===== src/hdl/gde_pkg.sv =====
// Shared types, codes and helpers for the group debounce edge detector.
// No dependencies; imported by gde_sweep and group_debounce_edge_detector_core.
`default_nettype none

package gde_pkg;

	// Pin count of the group; only pins below both NUM_PINS and PIN_W are swept.
	localparam int NUM_PINS   = 8;
	localparam int PIN_W      = 8;
	localparam int NPIN_EFF   = (NUM_PINS > PIN_W) ? PIN_W : NUM_PINS;
	localparam int ST_W       = 3;
	localparam int STATUS_W   = PIN_W * ST_W;
	localparam int TICK_W     = 32;
	localparam int PHASE_W    = 2;
	localparam int CFG_DATA_W = 32;
	localparam int IN_TDATA_W  = 40;  // pin_levels, now_tick
	localparam int OUT_TDATA_W = 32;  // pin_status, phase, zero fill

	typedef enum logic [PHASE_W-1:0] {
		PH_CHECK  = 2'd0,
		PH_WAIT   = 2'd1,
		PH_UPDATE = 2'd2
	} phase_t;

	typedef enum logic [ST_W-1:0] {
		ST_LOW     = 3'd0,
		ST_HIGH    = 3'd1,
		ST_FALL    = 3'd2,
		ST_RISE    = 3'd3,
		ST_UNKNOWN = 3'd4
	} pin_st_t;

	typedef enum logic {
		REG_DEBOUNCE_TICKS = 1'b0,
		REG_PIN_ENABLE     = 1'b1
	} cfg_reg_t;

	typedef enum logic {
		ACT_SWEEP      = 1'b0,
		ACT_REBASELINE = 1'b1
	} action_t;

	typedef struct packed {
		logic [PIN_W-1:0]            last_levels;
		logic [PIN_W-1:0][ST_W-1:0]  node_status;
		phase_t                      phase;
		logic [TICK_W-1:0]           start_tick;
	} gde_state_t;

	// Bits of the status word that belong to enabled, handled pins.
	function automatic logic [STATUS_W-1:0] status_mask(input logic [PIN_W-1:0] enable);
		logic [STATUS_W-1:0] m;
		m = '0;
		for (int i = 0; i < NPIN_EFF; i++) begin
			if (enable[i]) begin
				m[i*ST_W +: ST_W] = {ST_W{1'b1}};
			end
		end
		return m;
	endfunction

endpackage

`default_nettype wire


===== src/hdl/gde_sweep.sv =====
// One sweep of the debounce state machine: next state and result for one word.
// Depends on gde_pkg. Purely combinational; registers live in the top level.
`default_nettype none

module gde_sweep (
	input  wire logic                              action,
	input  wire logic [gde_pkg::PIN_W-1:0]         pin_levels,
	input  wire logic [gde_pkg::TICK_W-1:0]        now_tick,
	input  wire logic [gde_pkg::TICK_W-1:0]        debounce_ticks,
	input  wire logic [gde_pkg::PIN_W-1:0]         pin_enable,
	input  gde_pkg::gde_state_t                    cur,
	output gde_pkg::gde_state_t                    nxt,
	output logic [gde_pkg::STATUS_W-1:0]           pin_status,
	output gde_pkg::phase_t                        phase
);
	import gde_pkg::*;

	logic [TICK_W-1:0] elapsed;
	logic              timeout;
	logic              changed;

	assign elapsed = now_tick - cur.start_tick;
	assign timeout = (elapsed >= debounce_ticks);

	// Next state
	always_comb begin
		nxt     = cur;
		changed = 1'b0;
		if (action == ACT_REBASELINE) begin
			nxt.last_levels = pin_levels;
			nxt.start_tick  = now_tick;
			nxt.phase       = PH_CHECK;
		end else begin
			unique case (cur.phase)
				PH_WAIT: begin
					if (timeout) begin
						nxt.phase = PH_UPDATE;
					end
				end
				PH_UPDATE: begin
					for (int i = 0; i < NPIN_EFF; i++) begin
						if (pin_enable[i]) begin
							if (pin_levels[i] != cur.last_levels[i]) begin
								nxt.node_status[i] = pin_levels[i] ? ST_RISE : ST_FALL;
							end
							nxt.last_levels[i] = pin_levels[i];
						end
					end
					nxt.phase      = PH_CHECK;
					nxt.start_tick = now_tick;
				end
				default: begin
					for (int i = 0; i < NPIN_EFF; i++) begin
						if (pin_enable[i]) begin
							if (pin_levels[i] != cur.last_levels[i]) begin
								nxt.node_status[i] = ST_UNKNOWN;
								changed = 1'b1;
							end else begin
								nxt.node_status[i] = pin_levels[i] ? ST_HIGH : ST_LOW;
							end
						end
					end
					if (changed) begin
						nxt.phase = PH_WAIT;
					end
				end
			endcase
		end
	end

	// Outputs: drop disabled and unhandled pins from the status word
	always_comb begin
		pin_status = nxt.node_status & status_mask(pin_enable);
		phase      = nxt.phase;
	end

endmodule

`default_nettype wire


===== src/hdl/group_debounce_edge_detector_core.sv =====
// Top level of the group debounce edge detector: registers, handshake, config.
// Depends on gde_pkg and gde_sweep.
//
// Usage:
//   Input stream (s_*): one word per sweep. s_tuser is the action
//   (0 sweep, 1 rebaseline); s_tdata holds pin_levels and now_tick.
//   Output stream (m_*): one word per input word with the per-pin status
//   (3 bits per pin: low, high, falling, rising, unknown) and the phase
//   after the sweep (check, debounce wait, update).
//   Config port: cfg_wr_en with cfg_index 0 writes debounce_ticks, index 1
//   writes pin_enable (low 8 bits). Write only while the block is idle.
// Timing:
//   A word accepted sits in the input register; its result is
//   registered in the output register (m_tvalid, m_tdata) when the output is free.
//   The sweep logic (one 32-bit subtract/compare and per-pin bit compares)
//   between the two registers sustains one word per cycle while the output
//   is not stalled; the state update for word k is in place before word
//   k+1 sweeps.
// Reset:
//   arst_n clears both valid bits, the stored levels, the pin statuses
//   (low), the timer origin and the phase (check); debounce_ticks resets
//   to 0 and pin_enable to all ones.
// Stall:
//   While m_tready is low a pending result holds; an empty input register still
//   takes one more word, then s_tready drops until the output drains.
`default_nettype none

module group_debounce_edge_detector_core (
	input  wire logic                                clk,
	input  wire logic                                arst_n,
	// Input stream
	input  wire logic                                s_tvalid,
	output logic                                     s_tready,
	input  wire logic [gde_pkg::IN_TDATA_W-1:0]      s_tdata,  // [7:0] pin_levels, [39:8] now_tick
	input  wire logic                                s_tuser,  // [0] action
	// Output stream
	output logic                                     m_tvalid,
	input  wire logic                                m_tready,
	output logic [gde_pkg::OUT_TDATA_W-1:0]          m_tdata,  // [23:0] pin_status, [25:24] phase
	// Config write port
	input  wire logic                                cfg_wr_en,
	input  wire logic                                cfg_index,
	input  wire logic [gde_pkg::CFG_DATA_W-1:0]      cfg_wdata
);
	import gde_pkg::*;

	// Config registers
	logic [TICK_W-1:0] debounce_ticks_q;
	logic [PIN_W-1:0]  pin_enable_q;

	// Input register
	logic              v_s1;
	logic              action_s1;
	logic [PIN_W-1:0]  levels_s1;
	logic [TICK_W-1:0] now_s1;

	// Block state
	gde_state_t state_q;
	gde_state_t state_nxt;

	logic [STATUS_W-1:0] pin_status;
	phase_t              phase;
	logic                adv;

	// Output register moves when it is empty or being taken
	assign adv      = !m_tvalid || m_tready;
	assign s_tready = !v_s1 || adv;

	always_ff @(posedge clk or negedge arst_n) begin
		if (!arst_n) begin
			debounce_ticks_q <= '0;
			pin_enable_q     <= {PIN_W{1'b1}};
		end else if (cfg_wr_en) begin
			unique case (cfg_index)
				REG_DEBOUNCE_TICKS: debounce_ticks_q <= cfg_wdata[TICK_W-1:0];
				REG_PIN_ENABLE:     pin_enable_q     <= cfg_wdata[PIN_W-1:0];
				default:            ;
			endcase
		end
	end

	// Capture the input word
	always_ff @(posedge clk or negedge arst_n) begin
		if (!arst_n) begin
			v_s1 <= 1'b0;
		end else if (s_tready) begin
			v_s1 <= s_tvalid;
		end
	end

	always_ff @(posedge clk) begin
		if (s_tready && s_tvalid) begin
			action_s1 <= s_tuser;
			levels_s1 <= s_tdata[PIN_W-1:0];
			now_s1    <= s_tdata[PIN_W +: TICK_W];
		end
	end

	gde_sweep u_sweep (
		.action         (action_s1),
		.pin_levels     (levels_s1),
		.now_tick       (now_s1),
		.debounce_ticks (debounce_ticks_q),
		.pin_enable     (pin_enable_q),
		.cur            (state_q),
		.nxt            (state_nxt),
		.pin_status     (pin_status),
		.phase          (phase)
	);

	// Commit state and result together, once per word
	always_ff @(posedge clk or negedge arst_n) begin
		if (!arst_n) begin
			state_q.last_levels <= '0;
			state_q.node_status <= '0;
			state_q.phase       <= PH_CHECK;
			state_q.start_tick  <= '0;
			m_tvalid            <= 1'b0;
		end else if (adv) begin
			m_tvalid <= v_s1;
			if (v_s1) begin
				state_q <= state_nxt;
			end
		end
	end

	always_ff @(posedge clk) begin
		if (adv && v_s1) begin
			m_tdata <= {{(OUT_TDATA_W - STATUS_W - PHASE_W){1'b0}}, phase, pin_status};
		end
	end

	// A rebaseline word always leaves the block in check phase
	a_rebase_check: assert property (@(posedge clk) disable iff (!arst_n)
		(adv && v_s1 && action_s1) |=> (state_q.phase == PH_CHECK))
		else $error("rebaseline did not return to check phase");

	// An update sweep returns to check and restarts the timer at its tick
	a_update_restart: assert property (@(posedge clk) disable iff (!arst_n)
		(adv && v_s1 && !action_s1 && state_q.phase == PH_UPDATE)
		|=> (state_q.phase == PH_CHECK && state_q.start_tick == $past(now_s1)))
		else $error("update sweep did not restart the timer");

	// Disabled pins never report a status
	a_disabled_zero: assert property (@(posedge clk) disable iff (!arst_n)
		m_tvalid |-> ((m_tdata[STATUS_W-1:0] & ~status_mask(pin_enable_q)) == '0))
		else $error("disabled pin reports nonzero status");

	// An empty output register never blocks the input side
	a_ready_free: assert property (@(posedge clk) disable iff (!arst_n)
		!m_tvalid |-> s_tready)
		else $error("input stalled with empty output register");

	// A stalled result is matched by a stall of the state
	a_state_hold: assert property (@(posedge clk) disable iff (!arst_n)
		(m_tvalid && !m_tready) |=> $stable(state_q))
		else $error("state moved while the result was stalled");

endmodule

`default_nettype wire

===== config.mk =====
export PLATFORM = sky130hd
export DESIGN_NAME = group_debounce_edge_detector_core
export DESIGN_NICKNAME = d
export VERILOG_FILES = /design/src/hdl/gde_pkg.sv /design/src/hdl/gde_sweep.sv /design/src/hdl/group_debounce_edge_detector_core.sv
export SDC_FILE = /design/constraint.sdc
export NUM_CORES = 1
export LEC_CHECK = 0
export BUFFER_PORTS_ARGS = -buffer_cell sky130_fd_sc_hd__buf_2
export CAP_MARGIN = 15
export CELL_PAD_IN_SITES_DETAIL_PLACEMENT = 2
export CELL_PAD_IN_SITES_GLOBAL_PLACEMENT = 2
export CORE_MARGIN = 3
export CORE_UTILIZATION = 34
export CTS_CLUSTER_DIAMETER = 100
export DETAILED_ROUTE_END_ITERATION = 10
export HOLD_SLACK_MARGIN = 0.05
export PLACE_DENSITY_LB_ADDON = 0.08
export SYNTH_ARGS = -nofsm -noshare
export SYNTH_HDL_FRONTEND = slang
export SYNTH_SLANG_ARGS = --single-unit

===== constraint.sdc =====
create_clock -name clk -period 3.66 [get_ports clk]
set_input_delay 0.183 -clock clk [delete_from_list [all_inputs] [get_ports clk]]
set_output_delay 0.183 -clock clk [all_outputs]
set_load 0.05 [all_outputs]

==> results of run 1 <==
[cell families (layout without fill, tap and decap cells)]
family,count (synthesis),in the layout,share of synthesized area
XOR/XNOR,25,25,0.02283
adder cells (fa/ha/maj),74,74,0.09731
AO/OA/AOI/OAI,283,283,0.1845
buffers and inverters,125,377,0.05231
AND/OR/NAND/NOR,253,253,0.1246
other,1,6,0.0003910
multiplexers,22,22,0.02557
flip-flops,175,175,0.4926
[flip-flops by register name (all words and copies together), names as in the netlist]
name and flops:
levels_s1 8, m_tdata 26, action_s1 1, v_s1 1
debounce_ticks_q 32, pin_enable_q 8, state_q 66, now_s1 32
m_tvalid 1
[repair_timing]
item | 4_1_cts | 5_1_grt
endpoints found under the hold margin | 126 | 0
cloned | 0 | 0
resized for setup | 10 | 4
buffers inserted | 3 | 0
setup endpoints to repair | 4 | 4
pin swaps | 12 | 2
hold buffers | 76 | 0
[path summary, 6_finish.rpt]
check                                        start                              end  slack, ps  cells past startpoint
hold reg to reg            state_q[55]$_DFFE_PN0P_          state_q[55]$_DFFE_PN0P_        490                      2
hold / removal                           cfg_index  debounce_ticks_q[1]$_DFFE_PN0P_        200                      3
setup reg to reg            state_q[1]$_DFFE_PN0P_            m_tdata[25]$_DFFE_PP_       -510                     19
min in group asynchronous                   arst_n  debounce_ticks_q[0]$_DFFE_PN0P_        340                      2
max in group asynchronous                   arst_n      pin_enable_q[7]$_DFFE_PN1P_       2350                      3
setup / recovery            state_q[1]$_DFFE_PN0P_            m_tdata[25]$_DFFE_PP_       -510                     19
[layer usage]
metal / track usage / share of wire / vias up
li1: - / - / 3872
met1: 0.2715 / 0.46 / 4097
met2: 0.3618 / 0.50 / 113
met3: 0.03167 / 0.027 / 11
met4: 0.02882 / 0.0055 / 0
met5: 0 / 0 / -
[cell type report]
type | instances | area, um2 | share of cell area
sequential | 175 | 4725 | 0.3776
clock inverter | 11 | 123.9 | 0.009900
clock buffer | 21 | 470.5 | 0.03760
inverter | 78 | 292.8 | 0.02340
tap | 372 | 465.4 | 0.03720
multi-input combinational | 663 | 4499 | 0.3596
timing repair buffer | 267 | 1936 | 0.1547
[worst max-delay path, cell delays in order (launching register included)]
cell                        delay, ps
sky130_fd_sc_hd__dfrtp_1          360
sky130_fd_sc_hd__inv_2             60
sky130_fd_sc_hd__ha_1             290
sky130_fd_sc_hd__nor2b_4          130
sky130_fd_sc_hd__o31a_1           260
sky130_fd_sc_hd__nand4bb_4        210
sky130_fd_sc_hd__a32o_2           290
sky130_fd_sc_hd__a211oi_2         250
sky130_fd_sc_hd__buf_4            170
sky130_fd_sc_hd__o211ai_1         120
sky130_fd_sc_hd__a21oi_1          190
sky130_fd_sc_hd__xnor2_1          160
sky130_fd_sc_hd__ha_1             290
sky130_fd_sc_hd__a21o_1           190
sky130_fd_sc_hd__a21o_1           180
sky130_fd_sc_hd__a21oi_2          140
sky130_fd_sc_hd__nor2_1            70
sky130_fd_sc_hd__a211oi_2         220
sky130_fd_sc_hd__o31ai_4          140
sky130_fd_sc_hd__o21a_1           190
[cell usage after synthesis, types with 7 or more instances]
cell / number / area share
sky130_fd_sc_hd__nor3_1: 7 / 0.0037
sky130_fd_sc_hd__nand4_1: 13 / 0.0085
sky130_fd_sc_hd__nor3b_1: 9 / 0.0070
sky130_fd_sc_hd__inv_1: 78 / 0.031
sky130_fd_sc_hd__o21ai_0: 126 / 0.066
sky130_fd_sc_hd__ha_1: 73 / 0.095
sky130_fd_sc_hd__o21a_1: 8 / 0.0063
sky130_fd_sc_hd__nand2_1: 132 / 0.052
sky130_fd_sc_hd__a32o_1: 8 / 0.0083
sky130_fd_sc_hd__nor2b_1: 19 / 0.012
sky130_fd_sc_hd__edfxtp_1: 67 / 0.21
sky130_fd_sc_hd__nor2_1: 31 / 0.012
sky130_fd_sc_hd__mux2_2: 20 / 0.023
sky130_fd_sc_hd__dfstp_2: 8 / 0.022
sky130_fd_sc_hd__nand2b_1: 7 / 0.0046
sky130_fd_sc_hd__a21o_1: 28 / 0.022
sky130_fd_sc_hd__xnor2_1: 19 / 0.017
sky130_fd_sc_hd__nand3_1: 8 / 0.0042
sky130_fd_sc_hd__clkbuf_1: 38 / 0.015
sky130_fd_sc_hd__dfrtp_1: 100 / 0.26
sky130_fd_sc_hd__a21oi_1: 48 / 0.025
sky130_fd_sc_hd__a22oi_1: 16 / 0.013
[stage by stage]
step | cells | hold slack (ps) | setup WS [ps] | area (um2)
finish | 1587 | 203.1 | -507.1 | 12510
global route | 1587 | 251.4 | -739.1 | 12510
CTS | 1587 | 202.2 | -612.8 | 12500
detailed placement | 1476 | 284.5 | -615.0 | 11060
global placement | 1476 | 285.1 | -489.0 | 11060
floorplan | 963 | -112.6 | -283.4 | 9641
[power by group]
group          internal (uW)  switching (uW)
logic                   1910            2430
registers               2460             198
clock network           1020             868
==> flow_summary.toml, run 1 <==
[outcome]
run_status = "finished with violations"
violated_checks = "negative setup slack"

[synthesis]
number_of_synthesized_flops_with_an_enable_pin = 67
ys_seq_area_frac = 0.4926
count_of_mapped_cells_out_of_synthesis = 958
synth_area_mm2 = 0.009592
postSynthRegisterBits = 175
synth_ff_type = "sky130_fd_sc_hd__dfrtp_1"
syn_area_per_cell_um2 = 10.01
synth_cell_types = 71
synth-async-reset-ratio = 0.6171
yosysWarningCount = 0

[timing]
final_period_minus_worst_setup_slack_ps = 4167
worst_slew_margin_rel = 0.4690
finClkSkew_ps = 10.56
worstMarginPinSlew_ps = 790.4
finalSetupTns_ps = -1859
layout_worst_path_cycle_share = 1.139
timing.final.max_slew_violations = 0
grt_setup_unrepaired = "yes"
achievable-frequency_mhz = 240.0
worst_slack_ps = -507.1
setup_viol_count_final = 4
finalHoldViolations = 0

[detailed_routing]
initialDrtViolationCount = 393
drt-vias-per-instance = 5.100
drt-wirelength-per-cell_um = 18.97
wl_um = 30100
routed_antenna_nets = 0
route.vias.total = 8093
detail_route.first_pass.iterations = 4
remaining_drc_errors = 0

[setup_path]
crit_arrival_ps = 4360
criticalPathCategory = "flip-flop to flip-flop"
crit_fanout = 3
critPathRequiredTime_ps = 3860
kind_of_end_point_of_the_critical_path = "flip-flop"
kind_of_launch_point_of_the_worst_setup_path = "flip-flop"

[run]
max_cap_violations = 0

[die]
initial_utilization = 0.3510
floorplan.rows = 60
boundaryPins = 113
design.die.area_mm2 = 0.03026
coreArea_mm2 = 0.02733
dieWidth_um = 174.0
fp.dieH_um = 174.0

[place]
gp_congestion = 0.7682
port-buffer-count = 106
hpwlAfterDp_um = 21180

[pwr]
max-vdd-ir-drop_mv = 0.3034
pwr_density_cell_mw_per_mm2 = 709.8
power.leakage_uw = 0.005543
total_power_uw = 8880

[layout]
finish.net_count = 1355
insertedDiodeCount = 0
postLayoutCoreUtil = 0.4579
drive_gt1_frac = 0.2346
most-common-layout-cells = "132 x sky130_fd_sc_hd__nand2_1, 123 x sky130_fd_sc_hd__o21ai_0, 105 x sky130_fd_sc_hd__buf_2, 100 x sky130_fd_sc_hd__dfrtp_1, 85 x sky130_fd_sc_hd__buf_4"
layout.cells.most_common = "sky130_fd_sc_hd__nand2_1"
area_delta_synth_final_pct = 30.45
count_of_fill_cells_added_during_filler_insertion = 2937

[cts]
cts_sinks = 175
cts.path.max_buffers = 2
tritoncts = "built"
cts_made_buffers = 17
cts.root.buffer_cell = "sky130_fd_sc_hd__clkbuf_16"
clk_latency_ps = 440
clk_pin_slew_worst_paths_ps = 80
cts-htree-levels = 4

[worst_hold_path]
hp-class = "input port to flip-flop"

[global_routing]
wire_length_of_the_first_global_routing_pass_um = 49650
maximum_number_of_pins_on_one_net_before_global_route_repair = 49
grt_overflow_total = 0
global_route.usage.total = 0.2046
vias_in_the_first_global_route = 8968
antenna_violations_before_repair = 0
Note: power is estimated with default switching activity, not from simulation.
==> run 2, diff against run 1 <==
CELL_PAD_IN_SITES_DETAIL_PLACEMENT = 1   (was 2)
MAX_ROUTING_LAYER = met4   (was not set)
==> flow_summary.toml, run 2 (synthesized netlist as in run 1, its figures left out) <==
[global_routing]
vias_in_the_first_global_route = 8162
wire_length_of_the_first_global_routing_pass_um = 44060
grt_overflow_total = 0
global_route.usage.total = 0.1867
antenna_violations_before_repair = 0
maximum_number_of_pins_on_one_net_before_global_route_repair = 49

[place]
area_after_dpl_mm2 = 0.01106
preCtsSetupSlack_ps = -582.8
gp_congestion = 0.7801
hpwlAfterDp_um = 19120
port-buffer-count = 106

[setup_path]
r2r_slack_ps = -460
crit_arrival_ps = 4310
critical_path.slowest_cell = "sky130_fd_sc_hd__edfxtp_1"
cell_breakdown_of_the_critical_path = "ha_1 -> nor2b_4 -> o31a_1 -> nand4bb_4 -> a32o_2 -> or2_1 -> a21o_1 -> a21oi_2 -> xnor2_1 -> ha_1 -> a21o_1 -> a21o_1 -> a221oi_2 -> o21ai_1 -> a31o_2 -> a21oi_4 -> o31ai_4 -> o21a_1"
timing.rr.start = "now_s1[1]$_DFFE_PP_"
criticalPathCategory = "flip-flop to flip-flop"
critPathRequiredTime_ps = 3850
critPathMostFrequentCell = "sky130_fd_sc_hd__a21o_1"
kind_of_end_point_of_the_critical_path = "flip-flop"
cpPeakStageDelay_ps = 410
crit-reg2reg-capture = "m_tdata[25]$_DFFE_PP_"
worst-r2r-cell-count = 18
crit_fanout = 4
kind_of_launch_point_of_the_worst_setup_path = "flip-flop"

[pwr]
max-vdd-ir-drop_mv = 0.3165
total_power_uw = 8527
power.leakage_uw = 0.005500
pwr_density_cell_mw_per_mm2 = 685.4

[cts]
clk_pin_slew_worst_paths_ps = 80
cts.path.max_buffers = 2
cts_made_buffers = 17
clk_latency_ps = 430
tritoncts = "built"
cts.root.buffer_cell = "sky130_fd_sc_hd__clkbuf_16"
cts_sinks = 175
cts-htree-levels = 4

[run]
max_cap_violations = 0

[worst_hold_path]
whs_endpoint = "debounce_ticks_q[1]$_DFFE_PN0P_"
hp-class = "input port to flip-flop"
whs_path_depth = 3
min-delay-start = "cfg_index"

[die]
boundaryPins = 113
coreArea_mm2 = 0.02733
floorplan.rows = 60
design.die.area_mm2 = 0.03026
initial_utilization = 0.3510
dieWidth_um = 174.0
fp.dieH_um = 174.0

[timing]
finalHoldViolations = 0
finClkSkew_ps = 12.40
grt_setup_unrepaired = "yes"
finalHoldWorstSlack_ps = 203.5
worst_slack_ps = -461.3
final_period_minus_worst_setup_slack_ps = 4121
worst_slew_margin_rel = 0.4928
layout_worst_path_cycle_share = 1.126
achievable-frequency_mhz = 242.6
worstMarginPinSlew_ps = 755.0
timing.final.max_slew_violations = 0
setup_viol_count_final = 4

[detailed_routing]
remaining_drc_errors = 0
topRoutingLayerUsed = "met4"
wl_met2_um = 12450
m1_wire_length_um = 13200
initialDrtViolationCount = 304
routed_antenna_nets = 0
drt-wirelength-per-cell_um = 16.69
drt-vias-per-instance = 4.901
met3WireLength_um = 558
detail_route.first_pass.iterations = 4
wl_um = 26470
route.vias.total = 7773

[layout]
postLayoutCoreUtil = 0.4553
postLayoutCellArea_mm2 = 0.01244
layout.cells.most_common = "sky130_fd_sc_hd__nand2_1"
area_delta_synth_final_pct = 29.70
largest_reg_flops = 66
insertedDiodeCount = 0
most-common-layout-cells = "132 x sky130_fd_sc_hd__nand2_1, 124 x sky130_fd_sc_hd__o21ai_0, 105 x sky130_fd_sc_hd__buf_2, 100 x sky130_fd_sc_hd__dfrtp_1, 85 x sky130_fd_sc_hd__buf_4"
drive_gt1_frac = 0.2306
finish.net_count = 1354
leading_registers_by_flop_count = "state_q (66), debounce_ticks_q (32), now_s1 (32)"
largest_register = "state_q"

[outcome]
violated_checks = "negative setup slack"
run_status = "finished with violations"
run 2: critical path, delay by kind of cell (launching register included):
family	cells	cell delay, ps
AOI/OAI and AO/OA	12	2190
xor gates and xnor gates	1	90
adders and majority gates	2	610
DFF	1	410
and+or+nand+nor	3	580
run 2: stage by stage:
step	cells	setup TNS (ps)
CTS	1585	-1800
global placement	1476	-1661
detailed placement	1476	-2031
finish	1586	-1562
global route	1586	-2829
floorplan	963	-801.6
run 2: layout make-up:
class | count | area, um2
clock inverter | 13 | 110.1
multi-input combinational | 663 | 4491
clock buffer | 19 | 432.9
timing repair buffer | 266 | 1924
sequential | 175 | 4725
inverter | 78 | 292.8
tap | 372 | 465.4
fill | 3140 | 14890
run 2: report_power, final:
part	switching (uW)	total (uW)	internal, uW
logic	2300	4160	1860
registers	188	2650	2460
clock network	841	1730	885
total	3330	8530	5200
run 2: worst max path at each step:
stage                                       from               endpoint  slack (ps)  cells past startpoint
after floorplan              now_s1[1]$_DFFE_PP_  m_tdata[25]$_DFFE_PP_        -280                     18
after global placement    state_q[1]$_DFFE_PN0P_  m_tdata[25]$_DFFE_PP_        -490                     19
after detailed placement  state_q[1]$_DFFE_PN0P_  m_tdata[24]$_DFFE_PP_        -580                     19
after CTS                    now_s1[1]$_DFFE_PP_  m_tdata[24]$_DFFE_PP_        -560                     18
after global routing         now_s1[1]$_DFFE_PP_  m_tdata[25]$_DFFE_PP_        -770                     18
final                        now_s1[1]$_DFFE_PP_  m_tdata[25]$_DFFE_PP_        -460                     18
run 2: repair_timing:
item | CTS | global route
gates resized for setup | 11 | 0
hold buffers | 76 | 0
setup buffers | 1 | 1
endpoints found under the setup margin | 4 | 4
pin swaps | 7 | 1
endpoints found under the hold margin | 126 | 0
run 2: layer usage:
metal	track usage	vias to the layer above
met3	0.02403	18
met5	-	-
met2	0.3028	102
met4	0.04122	0
li1	-	3873
met1	0.2517	3780
